### src/fsl_delay.sv
`timescale 1ns / 1ps
module fsl_delay #(
  parameter int W = 32,
  parameter int N = 1
) (
  input  logic         clk,
  input  logic         en,
  input  logic [W-1:0] d,
  output logic [W-1:0] q
);

  logic [W-1:0] taps [N];

  always_ff @(posedge clk) begin
    if (en) begin
      taps[0] <= d;
      for (int i = 1; i < N; i++) taps[i] <= taps[i-1];
    end
  end

  assign q = taps[N-1];

endmodule

### config.mk
export PLATFORM = sky130hd
export DESIGN_NAME = fsl_delay
export DESIGN_NICKNAME = d
export VERILOG_FILES = /design/src/fsl_delay.sv
export SDC_FILE = /design/constraint.sdc
export NUM_CORES = 1
export LEC_CHECK = 0
export ABC_CLOCK_PERIOD_IN_PS = 800
export CELL_PAD_IN_SITES_DETAIL_PLACEMENT = 0
export CELL_PAD_IN_SITES_GLOBAL_PLACEMENT = 1
export CORE_MARGIN = 2
export CORE_UTILIZATION = 41
export CTS_BUF_LIST = sky130_fd_sc_hd__clkbuf_16
export DETAILED_ROUTE_END_ITERATION = 12
export DONT_BUFFER_PORTS = 1
export GPL_TIMING_DRIVEN = 0
export PLACE_DENSITY = 0.68
export SETUP_SLACK_MARGIN = 0.1
export SYNTH_ARGS = -nofsm -noshare
export SYNTH_HDL_FRONTEND = slang
export SYNTH_SLANG_ARGS = --single-unit
### constraint.sdc
create_clock -name clk -period 0.8 [get_ports clk]
set_clock_uncertainty 0.2 [all_clocks]
set_input_delay 0.04 -clock clk [delete_from_list [all_inputs] [get_ports clk]]
set_output_delay 0.04 -clock clk [all_outputs]
set_load 0.02 [all_outputs]
# Yosys cells after proc, flatten, opt, wreduce, memory -nomap -nowiden
# Memory sizes are Yosys's and may differ from the RTL's.
# Cells that the tools add are included.
[word_totals]
reg_bits = 0
ramBits = 32
in_bits = 34
out_inout_bits = 32
elab_cells = 3
memories = 1
[mem_list]
columns = ["memory", "depth", "width", "rd", "rd_ports_with_merged_regs", "write_ports", "line", "source"]
rows = [
  ["taps", 1, 32, 1, 0, 1, "12", "logic [W-1:0] taps [N];"],
]
[op_classes]
muxes = 2
[op_table]
columns = ["cell", "count"]
rows = [
  ["two-way mux 1 bit", 2],
]

# Longest topological paths before layout
[depth]
word_depth = 2
mapped_depth = 0
depth_no_buf = 0

# Worst setup path before layout
# OpenSTA, ideal clock, no wires.
[synth_path]
path_kind = "register to output"
start = "memory taps[0][0]"
end = "output port q[0]"
t_arrival_ps = 449
required_ps = 560
path_slack_ps = 111
path_stages_with_launch = 1
path_buffers = 0
cell_sequence = "edfxtp_1"
[synth_via]
elab_chain_cells = 1
[synth_lines]
columns = ["element", "line", "source"]
rows = [
  ["start, declared", "12", ""],
  ["memory (1 x 32 bit)", "n/a", ""],
  ["end, declared", "9", "output logic [W-1:0] q"],
]
# Every way passes these cells.

# Final worst setup path
[layout_path]
start = "memory taps[0][19]"
end = "output port q[19]"
# The elaborated chain is that of the path after synthesis.

==> metrics.txt <==
sequential fraction of the synthesis area=between 90% and 100%; Die X=between 50 and 60 um; violated checks=hold timing, setup timing; largest net degree at the start of global routing=33; synth top area cells=edfxtp_1 100%; top cells by count, synth=32 x edfxtp_1; Crit path arrival time=between 0.7 and 0.8 ns; Setup violations, final=32; via density per instance=between 5 and 6; # IOs=66; die height=about 52 um; initial antenna violation count=0; Min-Delay Endpoint=taps[0][4]; Multi-Input Combinational=0; gp weighted congestion=0.652; Most flops, register=taps; Syn Nets=66; max-slew violation count=0; DRT iter0 DRCs=1; number of setup buffers added after CTS=0; P_leak=~0.38 nW; Setup WS post-layout=-0.194 ns; drt pass-1 iters=3; Yosys warnings=0; RSZ-0062 raised after global routing=yes; fin crit share=124%; share of the synthesized area in the top cell type=100%; Synth Register Bits=32; Cells after Synth=32; CP Data Required Time=~0.56 ns; Starting Density=43.4%; Rel. slew slack=a little over four fifths; grt total ovfl=0; Avg WL per Cell=21.4 um; hold depth=0; CTS Buffer Depth=2; via count=350; die area=0.00275 mm2; Post-synth EDFFs=32; first-pass GRT wire length=~2000 um; crit path time final=~0.99 ns; hold path start=d[4]; ANT cells=0; post-CTS sizing=0; Setup crit end kind=output pin; critical path type=flop to output pin; FFs w/ async S/R, synth=0%; Layout fillers=196; vias in the first global route=roughly 370; DRC=0; outcome=finished with violations; post-route cell area=0.00113 mm2; remaining antenna violation count=0; CTS Sinks=32; layout cells sized above 1=around an eighth; H-tree depth=2; dominant cell type by area after synthesis=edfxtp_1; clock-pin slew on the worst setup and hold paths=0.05 ns; Post-Layout Cell Count=67; peak supply drop=1.88 mV; placed inst area=roughly 1000 um2; dpl cells=60; clk root buf=clkbuf_16; syn avg cell area=between 30 and 40 um2; startpoint types=flop; Max Clk Rate=approximately 1 GHz; Worst Tran Pin Value=between 0.2 and 0.25 ns; CTS tree=done; top_reg_cell synth=edfxtp_1; core area=approximately 0.0022 mm2; IO buf count=0; CTS Buf Count=5; top-count cell post-synth=edfxtp_1; worst hold-check path type=primary input to flop; post-route setup TNS=-5.84 ns; Fin. Hold Viols=64; synthesis-to-layout area growth=17.4%; final net count=between 70 and 80; max reg flops=32; number of distinct library cells after synthesis=1; total power=between 3 and 4 mW; max cap viols=0; biggest regs=taps (32); total track usage=roughly an eighth; FP Rows=17; drt total wl=approximately 1400 um; worst-path fanout max=1; PwrDens=between 3000 and 4000 mW/mm2; hold slack=-0.335 ns; area of the multi-input gates=0 um2; Mapped Area=approximately 960 um2
## worst max-delay path by stage
stage / startpoint / endpoint / slack, ns / cells past startpoint
3_5_place_dp: taps[0][27] / q[27] / 0.09 / 0
3_3_place_gp: taps[0][19] / q[19] / 0.09 / 0
5_1_grt: taps[0][5] / q[5] / -0.22 / 0
6_report: taps[0][19] / q[19] / -0.19 / 0
2_1_floorplan: taps[0][0] / q[0] / 0.11 / 0
4_1_cts: taps[0][27] / q[27] / -0.21 / 0
## per-layer routing
layer	global-route usage, %	share of wire, %	vias up
met2	15.2	48	46
li1	-	-	141
met5	0	0	-
met4	7.69	1.5	0
met1	10.4	31	160
met3	16.0	19	3
## logic make-up (layout without fill, tap and decap cells)
group	after synthesis	count (layout)	synth area share (%)
buffers and inverters	0	7	0
flip-flops	32	32	100
## stage by stage
step / setup WS, ns / utilization, %
finish: -0.194 / 51.0
global route: -0.220 / 51.0
floorplan: 0.111 / -
global placement: 0.0900 / 45.0
detailed placement: 0.0860 / 45.0
CTS: -0.205 / 51.0
## cell usage in the layout, fill, tap and decap left out, drive strengths merged
cell     n
clkbuf   5
edfxtp  32
clkinv   2
## report_power, final
group / internal, mW / leakage, nW / switching, mW
clock network: 1.10 / 0.0648 / 0.563
logic: 0 / 0 / 0
registers: 2.01 / 0.313 / 0.213
total: 3.12 / 0.378 / 0.776
## final cells by class
cell class       instances  area [um2]  area share, %
Tap cell                28        35.0           3.10
Clock buffer             5         125           11.1
Clock inverter           2        7.51          0.665
Sequential cell         32         961           85.1
Power figures use the tool's default switching activity.
