==> config.mk <==
export PLATFORM = sky130hd
export DESIGN_NAME = fsl_cdiv
export DESIGN_NICKNAME = d
export VERILOG_FILES = /design/src/fsl_cdiv.sv
export SDC_FILE = /design/constraint.sdc
export NUM_CORES = 1
export LEC_CHECK = 0
export BUFFER_PORTS_ARGS = -buffer_cell sky130_fd_sc_hd__buf_2
export CAP_MARGIN = 20
export CELL_PAD_IN_SITES_DETAIL_PLACEMENT = 1
export CELL_PAD_IN_SITES_GLOBAL_PLACEMENT = 1
export CORE_ASPECT_RATIO = 0.75
export CORE_UTILIZATION = 42
export DETAILED_ROUTE_END_ITERATION = 7
export PLACE_DENSITY = 0.77
export REMOVE_ABC_BUFFERS = 1
export SLEW_MARGIN = 20
export SYNTH_ARGS = -nofsm -noshare
export SYNTH_HDL_FRONTEND = slang
export SYNTH_SLANG_ARGS = --single-unit
==> constraint.sdc <==
create_clock -name clk -period 29.6 [get_ports clk]
set_input_delay 1.48 -clock clk [delete_from_list [all_inputs] [get_ports clk]]
set_output_delay 1.48 -clock clk [all_outputs]
set_load 0.02 [all_outputs]
==> src/fsl_cdiv.sv <==
`timescale 1ns / 1ps
// signed divide by a constant, truncating toward zero; two stages
module fsl_cdiv #(
  parameter int unsigned DIV = 2,
  parameter int RW = $clog2(DIV + 1)
) (
  input  logic                clk,
  input  logic                en,
  input  logic signed [31:0]  a,
  output logic signed [31:0]  q,
  output logic [RW-1:0]       rem,
  output logic                neg
);

  localparam logic [31:0] RECIP = 32'(64'h0000_0000_FFFF_FFFF / 64'(DIV));

  logic [31:0] mag;
  logic [63:0] prod;
  logic [31:0] m1;
  logic [31:0] q0;
  logic        neg1;
  logic [63:0] back;
  logic [31:0] r;
  logic        ge;
  logic [31:0] qc;
  logic [31:0] rc;

  assign mag  = a[31] ? 32'(-a) : 32'(a);
  assign prod = 64'(mag) * 64'(RECIP);

  // estimate is exact or one short
  assign back = 64'(q0) * 64'(DIV);
  assign r    = m1 - back[31:0];
  assign ge   = (r >= 32'(DIV));
  assign qc   = q0 + 32'(ge);
  assign rc   = ge ? (r - 32'(DIV)) : r;

  always_ff @(posedge clk) begin
    if (en) begin
      m1   <= mag;
      q0   <= prod[63:32];
      neg1 <= a[31];
      q    <= neg1 ? -signed'(qc) : signed'(qc);
      rem  <= rc[RW-1:0];
      neg  <= neg1;
    end
  end

endmodule

Word-level counts from Yosys, hierarchy flattened --
Index checks and enable logic that the tools add are counted.
Word-level totals: flip-flop bits (word level) 99, word-level logic and storage cells 16
Cells by class: multipliers 1, add/subtract/negate cells 5, muxes and demuxes 3, $lt $le $gt $ge 1
Operator list (count):
- $mux W32 | 2
- $neg A32 Y32 | 2
- $mul A32 B31 Y63 const B | 1
- $add A31 B1 Y32 | 1
- $ge A32 B2 Y1 const B | 1
- $sub A32 B32 Y32 | 1
- $mux W2 | 1
- $sub A2 B2 Y2 const B | 1

Longest topological paths before layout --
Gate-level depths: netlist (run 1).
depth in word-level cells 5, gate-level depth with buffers 36, gate-level depth less buffers 36

Worst setup path after synthesis (run 1) --
Ideal clock, no wire load.
kind input -> register, from input a[11], to register q0[24] (data pin), arrival 10523 ps, path buffers 0, setup slack 18816 ps, stages 29, library setup time 261 ps, cell sequence or4_1 -> nor4_1 -> nand2b_1 -> or2_2 -> nand2b_1 -> nand2b_1 -> nor4bb_1 -> fa_1 -> fa_1 -> inv_1 -> fa_1 -> ha_1 -> fa_1 -> fa_1 -> fa_1 -> inv_1 -> fa_1 -> inv_1 -> ha_1 -> a21oi_1 -> nand2_1 -> a311o_1 -> a41o_1 -> a21oi_1 -> o21ai_0 -> a21o_1 -> o31a_1 -> a211oi_1 -> nor2_1
Between the ends: word-level cells in the longest chain between the ends 3
Ends and longest elaborated chain:
- start: declaration | RTL line 9 | input logic signed [31:0] a,
- $neg A32 Y32 | RTL line 28 | assign mag = a[31] ? 32'(-a) : 32'(a);
- $mux W32 | RTL line 28
- via mag[31] | RTL line 17 | logic [31:0] mag;
- $mul A32 B31 Y63 | RTL line 29 | assign prod = 64'(mag) * 64'(RECIP);
- via prod[56] | RTL line 18 | logic [63:0] prod;
- end signal: assignment | RTL line 41 | q0 <= prod[63:32];
- end: declaration | RTL line 20 | logic [31:0] q0;
The timed path passes the listed nets, and every way through them passes these cells. A chain may end at the register's enable or synchronous reset.

Worst setup path after layout (run 1) --
from input a[0], to register q0[27] (data pin)
Same word-level chain as after synthesis.

==> run metrics, run 1 <==
vias after detailed routing=17000; post-layout net count=3103; CTS tree=built; crit path buf inv count=7; final global-route overflow total=0; critical path's top delay family=adder cells; die area=0.0560 mm^2; CTS Hold Bufs=0; CTS Buf Count=9; clk sink count=99; ys flop type=edfxtp_1; fraction of the yosys area taken by sequential cells=12.9%; worst-path fanout max=13; synthesized area per cell=10.1 um^2; row cnt=74; Critical Path RT=29.73 ns; Starting Density=~42%; clk slew on worst S/H paths=roughly 0.090 ns; Cells after Synth=roughly 2300; average wire per standard cell=24.2 um; number of global-route vias before repair=18700; Post-synth EDFFs=99; RSZ-0062 raised after global routing=false; post-synthesis compound-gate area fraction=10.2%; Max Cap Viol=0; CP peak stage delay=0.77 ns; DRT antenna net count=0; most numerous cell in the Yosys netlist=inv_1; CP Class=in2reg; Fillers=6102; DIE WIDTH=273 um; cts repair resizes=0; slowest stage cell, crit path=o21ai_0; xor and xnor area share after synthesis=between 7 and 8%; area growth from synthesis to layout=6.70%; Tcrit/Tclk final=42.0%; multi-input gate area in the final layout=0.0179 mm^2; largest net degree at the start of global routing=64; Simple-Gate Fraction of Synth Area=6.86%; type of origin of the critical path=primary input; async set or reset register ratio after synthesis=0%; H-tree lvl count=3; first-pass GRT wire length=between 100000 and 150000 um; Post-Syn Area=0.0231 mm^2; worst slew pin tran=1.14 ns; crit end category=flip-flop; GP Congestion=0.988; cells taking the most area after synthesis=fa_1, ha_1, edfxtp_1, inv_1, xnor2_1; Yosys cell types=82; skew final=between 0.015 and 0.02 ns; Min Clock Period, post-route=12.43 ns; reg2reg path depth=24; die height=205 um; WL final=74500 um; drt pass-1 iters=5; crit path DAT=around 13 ns; type of the most critical hold path=reg2reg; Max Fclk=80.4 MHz; register area=0.00297 mm^2; Final Max Tran Viols=0; initial antenna violation count=1; Residual DRC=0; Yosys warnings=0; vias per inst=5.51; Hold Crit Depth=0; mux share of post-synthesis cell area=less than 1%; IO buf count=68; Core Footprint=0.0544 mm^2; CP dominant cell by count=fa_1; adder-cell area share of the yosys netlist=52.6%; endpoints failing setup=0; layout cell share with drive strength beyond 1=5.09%; Levels on crit path=31; First DRT Iteration DRCs=1374; run status=finished, final reports clean; clk_lat worst skew=0.37 ns; Tot GR Track Use=between 20% and 30%; clk buf depth=2; slew margin rel.=about a quarter; io pins=69; commonest cells in the synthesized netlist=inv_1, fa_1, ha_1, xnor2_1, a21oi_1; main combinational cell family by area after synthesis=adder cells; setup TNS=0 ns; setup bufs post-CTS=0; post-synth top area cell=fa_1; Inst Count DP=3062; Final Hold Vio Count=0; synthesized flop and latch total=99; Layout Utilization=between 40% and 50%; share of the synthesized area in the top cell type=36.7%; non-filler cells in the finished layout=3079; clock root cell=clkbuf_16; dpl hpwl=a little under 70000 um
path summary, 6_finish.rpt:
| kind | from | to | slack (ns) |
|---|---|---|---|
| min reg2reg | m1[0] | rem[0] | 0.45 |
| max | a[0] | q0[27] | 17.17 |
| min | m1[0] | rem[0] | 0.45 |
| max reg2reg | q0[19] | q[26] | 21.97 |
per-stage QoR:
| stage | instance area (um^2) | setup WS [ns] | hold slack, ns |
|---|---|---|---|
| after floorplan | 23000 | 18.82 | 0.400 |
| after global placement | 24400 | 17.05 | 0.440 |
| after detailed placement | 24400 | 16.81 | 0.434 |
| after CTS | 24700 | 17.20 | 0.454 |
| after global routing | 24700 | 16.55 | 0.467 |
| final | 24700 | 17.17 | 0.449 |
cells by family (layout without fill, tap and decap cells):
logic type	count (synthesis)	after routing
AOI/OAI and AO/OA	359	359
xor gates and xnor gates	196	196
DFF	99	99
adders and majority gates	719	719
buffers and inverters	602	673
muxes	4	4
other	0	1
and+or+nand+nor	306	306
area by class of cell:
type	count	area share (%)
antenna	1	0.0101
clock buffer	9	0.913
clock inverter	7	0.365
inverter	579	8.81
multi-input combinational	1584	72.5
sequential	99	12.0
tap	722	3.66
timing repair buffer	78	1.68
cells in the final DEF, fill, tap and decap left out, types with 7 or more instances in the layout:
cell         n
nand3_1     31
and3_1       9
a211oi_1    11
nor4_1       9
ha_1       294
o21ai_1      9
o21bai_1     9
clkbuf_16    9
nor2_1      59
nor2b_1      7
xnor2_1    155
nand2b_1    16
a31oi_1     11
a21oi_1    108
or3_1        9
nor3_1      21
xor2_1      40
o31ai_1     18
inv_1      576
and2_1       7
a21o_1      57
nand4_1     21
o21ai_0     55
o2111ai_1    7
edfxtp_1    99
o21a_1      13
fa_1       424
buf_2       68
nand2_1     87
buf_4       10
per-layer routing:
layer | routed length, um | GRT usage [%] | up-vias
met4 | 1310 | 5.17 | 0
met5 | 0 | 0 | -
met1 | 34100 | 40.1 | 8887
met3 | 5760 | 5.04 | 62
met2 | 33300 | 43.5 | 501
li1 | - | - | 7510
flip-flops by register name, summed over array words and instances, names as in the netlist:
name  count
rem       2
q0       31
q        32
neg1      1
m1       32
neg       1
Power of run 1 is not shown: default switching activity piles up to over one toggle a cycle in this logic, so the estimate is an artifact.
==> inputs of run 2 (changes only) <==
Clock period 29.6 ns to 12.5 ns, I/O delays scaled along.
==> run 2 against run 1 <==
Worst hold slack lost 0.020 ns. Sequential share of layout area is essentially flat. First-iteration DRC count shrank 6.6%. Clock skew grew 0.0045 ns. Flip-flop and latch count is the same. Via count shrank 1.0%. Global-route usage shrank 0.25 points. Critical path depth grew 1. Core utilization shrank 0.057 points. Die area is the same. Routed wire length shrank 1.4%. Count of clock-buffer cells in the layout is the same.
==> run metrics, run 2 (synthesis results as in run 1) <==
io pins=69; Residual DRC=0; dpl hpwl=around 68000 um; Tcrit/Tclk final=87.8%; worst-path fanout max=12; Final Hold Vio Count=0; clk sink count=99; clk slew on worst S/H paths=0.08 ns; commonest non-fill, non-tap cell in the layout=inv_1; die height=205 um; IO buf count=68; CP dominant cell by count=fa_1; setup bufs post-CTS=0; R2R setup slack=~5 ns; clk_lat worst skew=roughly 0.37 ns; crit path DAT=11.10 ns; Hold Crit Start=m1[0]; Antenna Cells=0; Core Footprint=~0.054 mm^2; vias per inst=5.46; first-pass GRT wire length=around 110000 um; post-layout net count=roughly 3100; clk buf depth=2; die area=about 0.056 mm^2; final global-route overflow total=0; Levels on crit path=32; average wire per standard cell=23.9 um; H-tree lvl count=3; run status=finished, final reports clean; DIE WIDTH=273 um; layout cell share with drive strength beyond 1=5.01%; crit path buf inv count=8; Min Clock Period, post-route=roughly 11 ns; First DRT Iteration DRCs=1284; area growth from synthesis to layout=6.57%; Hold Crit Depth=0; Max Cap Viol=0; WL final=73500 um; Critical Path RT=12.62 ns; skew final=0.0210 ns; Final Max Tran Viols=0; endpoints failing setup=0; reg2reg path depth=24; Starting Density=42.5%; slowest stage cell, crit path=fa_1; CP startpoint=a[0]; critical path's top delay family=adder cells; slew margin rel.=24.2%; RSZ-0062 raised after global routing=false; initial antenna violation count=3; number of global-route vias before repair=about 19000; worst slew pin tran=1.13 ns; top flop regs=m1: 32 flops, q: 32 flops, q0: 31 flops; type of origin of the critical path=primary input; cts repair resizes=0; vias after detailed routing=16800; commonest non-fill, non-tap cells in the layout=inv_1, fa_1, ha_1; row cnt=74; Max Fclk=91.1 MHz; r2r startpoint=q0[13]; clock root cell=clkbuf_16; crit end category=flip-flop; Tot GR Track Use=27.4%; final hold slack=~0.43 ns; drt pass-1 iters=5; CTS Buf Count=9; CTS Hold Bufs=0; CP Class=in2reg; largest net degree at the start of global routing=58; type of the most critical hold path=reg2reg; Layout Utilization=45.3%; CTS tree=built; setup TNS=0 ns; GP Congestion=0.984; CP peak stage delay=0.66 ns; DRT antenna net count=0; non-filler cells in the finished layout=3076; Inst Count DP=3060
-- run 2: cell count changes in the layout (fill, tap and decap cells not counted) --
cell and delta:
inv_6 -1, buf_2 -1, clkinv_4 +1, o21ai_0 -1
xnor2_1 -1, buf_4 -1, xnor2_2 +1, inv_8 +4
clkinvlp_4 -1, clkinv_1 +1, clkinv_8 -4, o21ai_1 +1
diode_2 -1
-- run 2: final timing paths --
path,end
setup / recovery,q0[27]
hold / removal,rem[0]
setup reg to reg,q[26]
hold reg to reg,rem[0]
-- run 2: worst register-to-register path: stages (launching register included) --
cell,delay [ns]
edfxtp_1,0.54
inv_1,0.15
ha_1,0.47
o21ai_0,0.14
o21a_1,0.15
nor3_1,0.42
o21ai_0,0.15
or3_1,0.40
a2111oi_0,0.52
nand4_1,0.15
nor4_1,0.25
nand4_1,0.18
or4_1,0.62
ha_1,0.30
ha_1,0.31
nor2b_1,0.17
a211oi_1,0.31
o21ai_1,0.21
a21oi_2,0.20
nand4_1,0.19
or3_4,0.38
nand2b_4,0.16
or3_4,0.44
o41ai_2,0.43
xnor2_1,0.12
-- run 2: final cells by class --
class,instances,area (um^2)
well taps,722,903
flip-flops and latches,99,2970
multi-input cells,1584,17900
inverters,579,2170
clock inverters,7,66.3
clock buffers,9,225
fillers,6161,29800
repair buffers,76,403
-- run 2: through the flow --
stage / worst slack [ns] / instance area, um^2
after global routing: 0.914 / 24600
after global placement: 1.28 / 24300
after detailed placement: 1.10 / 24300
after CTS: 1.46 / 24600
final: 1.52 / 24600
after floorplan: 2.57 / 23000
-- run 2: metal layers --
layer	GRT usage [%]	share of wire [%]
met5	0	0.018
met2	42.1	44
met3	6.83	8.3
met4	4.37	1.6
met1	39.6	46
Power of run 2 is left out for the same reason.
